### src/sfc_pkg.sv
package sfc_pkg;

    localparam int FRAC_COEF  = 14;
    localparam int FRAC_GAIN  = 16;
    localparam int GAIN_W     = 17;
    localparam int CAL_W      = 11;
    localparam int OP_W       = 1;
    localparam int IDX_W      = 6;
    localparam int AXIS_W     = 3;
    localparam int CFG_IDX_W  = 1;
    localparam int CFG_DATA_W = 17;
    localparam logic [GAIN_W-1:0] GAIN_ONE  = 17'd65536;
    localparam logic [CAL_W-1:0]  CAL_MAX   = 11'd1024;
    localparam logic [CAL_W-1:0]  CAL_RESET = 11'd200;

    localparam logic [OP_W-1:0] OP_SAMPLE = 1'b0;
    localparam logic [OP_W-1:0] OP_LOAD   = 1'b1;

    localparam logic [CFG_IDX_W-1:0] REG_GAIN = 1'b0;
    localparam logic [CFG_IDX_W-1:0] REG_CAL  = 1'b1;

    // datapath commands
    typedef enum logic [2:0] {
        CMD_NONE,
        CMD_LOAD,     // write one coefficient
        CMD_CAPTURE,  // latch sample, accumulate offsets if calibrating
        CMD_DIV,      // one step of offset division
        CMD_DIFF,     // form offset-removed differences
        CMD_MAC,      // one matrix product term
        CMD_FILT_MUL, // filter multiply
        CMD_FILT_UPD  // filter update and present result
    } cmd_e_t;

    typedef struct packed {
        cmd_e_t         cmd;
        logic [2:0]     row;
        logic [2:0]     col;
        logic           first;
        logic           present;
    } ctl_t;

    typedef struct packed {
        logic calibrating;
        logic cal_done_now;
        logic div_done;
        logic out_busy;
    } sts_t;

endpackage

### src/sfc_ctrl.sv
module sfc_ctrl (
    input  logic          clk,
    input  logic          rst_n,
    input  logic          in_valid,
    input  logic          in_op,
    output logic          in_stall,
    input  sfc_pkg::sts_t sts,
    output sfc_pkg::ctl_t ctl
);
    import sfc_pkg::*;

    typedef enum logic [2:0] {
        S_IDLE, S_DIV, S_DIFF, S_MAC, S_FMUL, S_FUPD, S_OUT
    } state_t;

    state_t     state_reg;
    logic [2:0] row_reg;
    logic [2:0] col_reg;
    logic [2:0] axes_m1;

    assign axes_m1 = 3'd5;
    assign in_stall = (state_reg != S_IDLE);

    always_comb
    begin
        ctl.cmd = CMD_NONE;
        ctl.row = row_reg;
        ctl.col = col_reg;
        ctl.first = (col_reg == 3'd0);
        ctl.present = 1'b0;
        case (state_reg)
            S_IDLE:
            begin
                if (in_valid)
                    ctl.cmd = (in_op == OP_LOAD) ? CMD_LOAD : CMD_CAPTURE;
            end
            S_DIV:  ctl.cmd = CMD_DIV;
            S_DIFF: ctl.cmd = CMD_DIFF;
            S_MAC:  ctl.cmd = CMD_MAC;
            S_FMUL: ctl.cmd = CMD_FILT_MUL;
            S_FUPD:
            begin
                if (!sts.out_busy)
                begin
                    ctl.cmd = CMD_FILT_UPD;
                    ctl.present = 1'b1;
                end
            end
            S_OUT:
            begin
                if (!sts.out_busy)
                    ctl.present = 1'b1;
            end
            default: ctl.cmd = CMD_NONE;
        endcase
    end

    always_ff @(posedge clk or negedge rst_n)
    begin
        if (!rst_n)
        begin
            state_reg <= S_IDLE;
            row_reg   <= '0;
            col_reg   <= '0;
        end
        else
        begin
            case (state_reg)
                S_IDLE:
                begin
                    row_reg <= '0;
                    col_reg <= '0;
                    if (in_valid && in_op == OP_SAMPLE)
                    begin
                        if (!sts.calibrating)
                            state_reg <= S_DIFF;
                        else if (sts.cal_done_now)
                            state_reg <= S_DIV;
                        else
                            state_reg <= S_OUT;
                    end
                end
                S_DIV:
                begin
                    if (sts.div_done)
                        state_reg <= S_OUT;
                end
                S_DIFF: state_reg <= S_MAC;
                S_MAC:
                begin
                    if (col_reg == axes_m1)
                    begin
                        col_reg   <= '0;
                        state_reg <= S_FMUL;
                    end
                    else
                        col_reg <= col_reg + 3'd1;
                end
                S_FMUL: state_reg <= S_FUPD;
                S_FUPD:
                begin
                    if (!sts.out_busy)
                    begin
                        if (row_reg == axes_m1)
                            state_reg <= S_IDLE;
                        else
                        begin
                            row_reg   <= row_reg + 3'd1;
                            state_reg <= S_MAC;
                        end
                    end
                end
                S_OUT:
                begin
                    if (!sts.out_busy)
                    begin
                        if (row_reg == axes_m1)
                            state_reg <= S_IDLE;
                        else
                            row_reg <= row_reg + 3'd1;
                    end
                end
                default: state_reg <= S_IDLE;
            endcase
        end
    end

`ifndef ASSERT_OFF
    a_row_range: assert property (@(posedge clk) disable iff (!rst_n)
        row_reg <= axes_m1) else $error("row out of range");
    a_col_range: assert property (@(posedge clk) disable iff (!rst_n)
        col_reg <= axes_m1) else $error("column out of range");
    a_present_state: assert property (@(posedge clk) disable iff (!rst_n)
        ctl.present |-> (state_reg == S_FUPD || state_reg == S_OUT))
        else $error("result outside output states");
`endif
endmodule

### config.mk
export PLATFORM = sky130hd
export DESIGN_NAME = sfc_ctrl
export DESIGN_NICKNAME = d
export VERILOG_FILES = /design/src/sfc_pkg.sv /design/src/sfc_ctrl.sv
export SDC_FILE = /design/constraint.sdc
export NUM_CORES = 1
export LEC_CHECK = 0
export BUFFER_PORTS_ARGS = -buffer_cell sky130_fd_sc_hd__buf_4
export CORE_MARGIN = 4
export CORE_UTILIZATION = 40
export DETAILED_ROUTE_END_ITERATION = 10
export SLEW_MARGIN = 10
export SYNTH_ARGS = -nofsm -noshare
export SYNTH_HDL_FRONTEND = slang
export SYNTH_SLANG_ARGS = --single-unit
### constraint.sdc
create_clock -name clk -period 1.6 [get_ports clk]
set_input_delay 0.32 -clock clk [delete_from_list [all_inputs] [get_ports clk]]
set_output_delay 0.32 -clock clk [all_outputs]
set_load 0.01 [all_outputs]
==> impl_results.md <==
* Arrival time worst endpoint at 1.30 ns
* Setup_tns at -0.0192 ns
* Post-synth EDFFs at 0
* Final Hold Violating Endpoints at 0
* # rows at 14
* Largest net degree at the start of global routing at 11
* Overall die width at 49.2 um
* Crit path max fanout at 3
* Initial Util at 43.6%
* I/O pin total at 20
* Post-Synth Simple-Gate Area at 23.6%
* Max capacitance violation total at 0
* Final Critical Period at 1.62 ns
* Final period util at 101%
* Largest family of logic cells by synthesized area: compound AO/OA/AOI/OAI gates
* Inserted Diodes at 0
* Most numerous cell in the Yosys netlist: dfrtp_1
* First-pass GRT wire length at 3.08 mm
* CP startpoint kind: flop
* Via count at 807
* Pre-Repair DR Iteration Count at 5
* Crit path cell chain: buf_6 > or3_4 > buf_6
* Pleak at 0.000542 uW
* Asr flop ratio synth at 100%
* H-tree Lvls at 1
* Clk pin slew, worst setup/hold paths at 0.06 ns
* Largest cells by area after synthesis: dfrtp_1 33%, o21ai_0 5.2%, nand2b_1 4.6%
* Avg Cell Area, Syn at 8.09 sq um
* Yosys cell types at 33
* YS warnings at 0
* CP required at 1.28 ns
* WP buf/inv at 2
* Core ar. at 1560 sq um
* Cell count after synthesis at 84
* Final WL at 2.09 mm
* Total CTS buffers at 3
* Status: finished, violations left
* Slowest CP cell: dfrtp_2
* Layout cells sized above 1 at 51.2%
* TritonCTS sink count at 9
* Peak Freq at 0.618 GHz
* Post-Syn Area at 679 sq um
* XOR/XNOR share of the synthesized area at 0%
* Area leader, netlist: dfrtp_1
* Peak supply drop at 1.30 mV
* Final #Nets at 134
* Worst setup EP type: primary output
* Synth Area in Adders at 3.68%
* Met3 routed wirelength at 103 um
* Slew Viols, Final at 0
* CTS Buffer Depth at 2
* Initial antenna violation count at 0
* Routed Antenna Nets at 0
* Clock latency on the worst-skew pair at 0.27 ns
* Overflow after GRT at 0
* Crit Path Class: flop to primary output
* Top_reg_cell synth: dfrtp_1
* Initial DRC count at 23
* Tot GR Track Use at 16.4%
* Drt drc at 0
* Met2 wire len at 1.06 mm
* Register area share after synthesis at 33.1%
* Port bufs at 19
* DR vias/cell at 5.81
* Net Count, Synth at 94
* Clock tree from TritonCTS: built
* RD Place Congestion at 0.903
* Clk_skew at 0.00631 ns
* Layout area overhead at 65.4%
* Most used cell, CP: buf_6
* Final setup viols at 1
* Mux cell area share after synthesis at 1.47%
* Compound-cell area share of the yosys netlist at 31.5%
* Core Util, Final at 72.1%
* DP Wirelength at 1.36 mm
* FF+latch count, synth at 9
* Least-Margin Pin Slew at 0.249 ns
* Critical Path Max Stage Delay at 0.44 ns
* Violated checks: negative setup slack
* DIE AREA at 2420 sq um
* Worst slew margin at 83.4%
* Pwr dens at 2180 nW/um^2
* Synth cell count leaders: 9 x dfrtp_1, 7 x o21ai_0, 6 x a21oi_1, 6 x nand2_1
* Routed wire per std cell at 15.0 um
* RSZ-0062 raised after global routing: true
* Vias in the first global route at 687
* Worst setup margin at -0.0192 ns
* Worst Hold Class: input port to asynchronous set/reset pin
* Met1 Wirelength at 911 um
* Top Metal Used: met4
* Die height at 49.2 um
* Area share of the largest cell type after synthesis at 33.1%
* CP delay by family, top: flip-flops
* Root buf cell: clkbuf_4
==> worst paths after layout <==
path | start | endpoint | slack [ns] | cells past startpoint
max | state_reg[0]$_DFFE_PN0P_ | in_stall | -0.02 | 3
min | rst_n | row_reg[2]$_DFFE_PN0P_ | 0.42 | 2
max reg2reg | state_reg[0]$_DFFE_PN0P_ | state_reg[1]$_DFFE_PN0P_ | 0.02 | 5
min reg2reg | row_reg[0]$_DFFE_PN0P_ | row_reg[0]$_DFFE_PN0P_ | 0.58 | 1
max in group asynchronous | rst_n | state_reg[2]$_DFFE_PN0P_ | 1.02 | 2
min in group clk | sts[0] | state_reg[0]$_DFFE_PN0P_ | 0.45 | 3
==> routing by layer <==
metal | GRT usage, % | up-vias
met5 | 0 | -
met4 | 1.90 | 0
met3 | 5.50 | 2
met2 | 27.0 | 27
met1 | 21.2 | 390
li1 | - | 388
==> per-stage QoR <==
stage	hold slack, ns	area (sq um)	setup WS (ns)	instances	total power [uW]
after global routing	0.432	1120	-0.0413	139	2650
after detailed placement	0.151	891	0.0607	123	1740
final	0.418	1120	-0.0192	139	2450
after global placement	0.150	891	0.0702	123	1730
after CTS	0.415	992	-0.00228	133	2070
after floorplan	0.0244	679	0.0725	84	1210
==> what timing repair did <==
action / in CTS / in global routing
resized for setup: 9 / 22
pin swaps: 1 / 5
hold buffers: 1 / 0
endpoints found under the setup margin: 5 / 8
buffers inserted: 5 / 6
gates cloned: 0 / 0
endpoints found under the hold margin: 9 / 0
==> area by class of cell <==
type	count	area, sq um
clock buffer	4	26.3
fill	109	435
inverter	5	18.8
multi-input combinational	64	495
sequential	9	229
tap	16	20.0
timing repair buffer	41	334
==> power breakdown <==
part           internal, uW  total, uW  switching, uW
clock                  96.3        178           81.6
sequential              339        482            143
combinational           978       1790            809
total                  1410       2450           1030
==> placed cells by master (no fill, tap or decap), drive strengths merged <==
master,Yosys,final
or3,1,1
buf,3,40
dlygate4sd3,0,1
a32o,1,1
o211ai,1,1
a221o,1,1
and3b,1,1
inv,5,5
a311oi,1,1
nor3,4,4
o22ai,2,2
o211a,1,1
ha,2,2
nor2,3,3
clkbuf,3,4
mux2i,1,1
o21ai,8,8
dfrtp,9,9
a2bb2oi,1,1
a211oi,2,2
a21oi,6,6
nand2,6,6
a32oi,1,1
nand2b,5,5
nor2b,3,3
nand3,4,4
a31oi,2,2
nand3b,1,1
a22o,1,1
a31o,1,1
or3b,1,1
a21o,3,3
==> kinds of logic after synthesis <==
group / count (synthesis)
simple gates: 29
buf+inv: 11
fa+ha+maj: 2
flops: 9
compound gates: 32
mux: 1
Power figures use the tool's default switching activity.
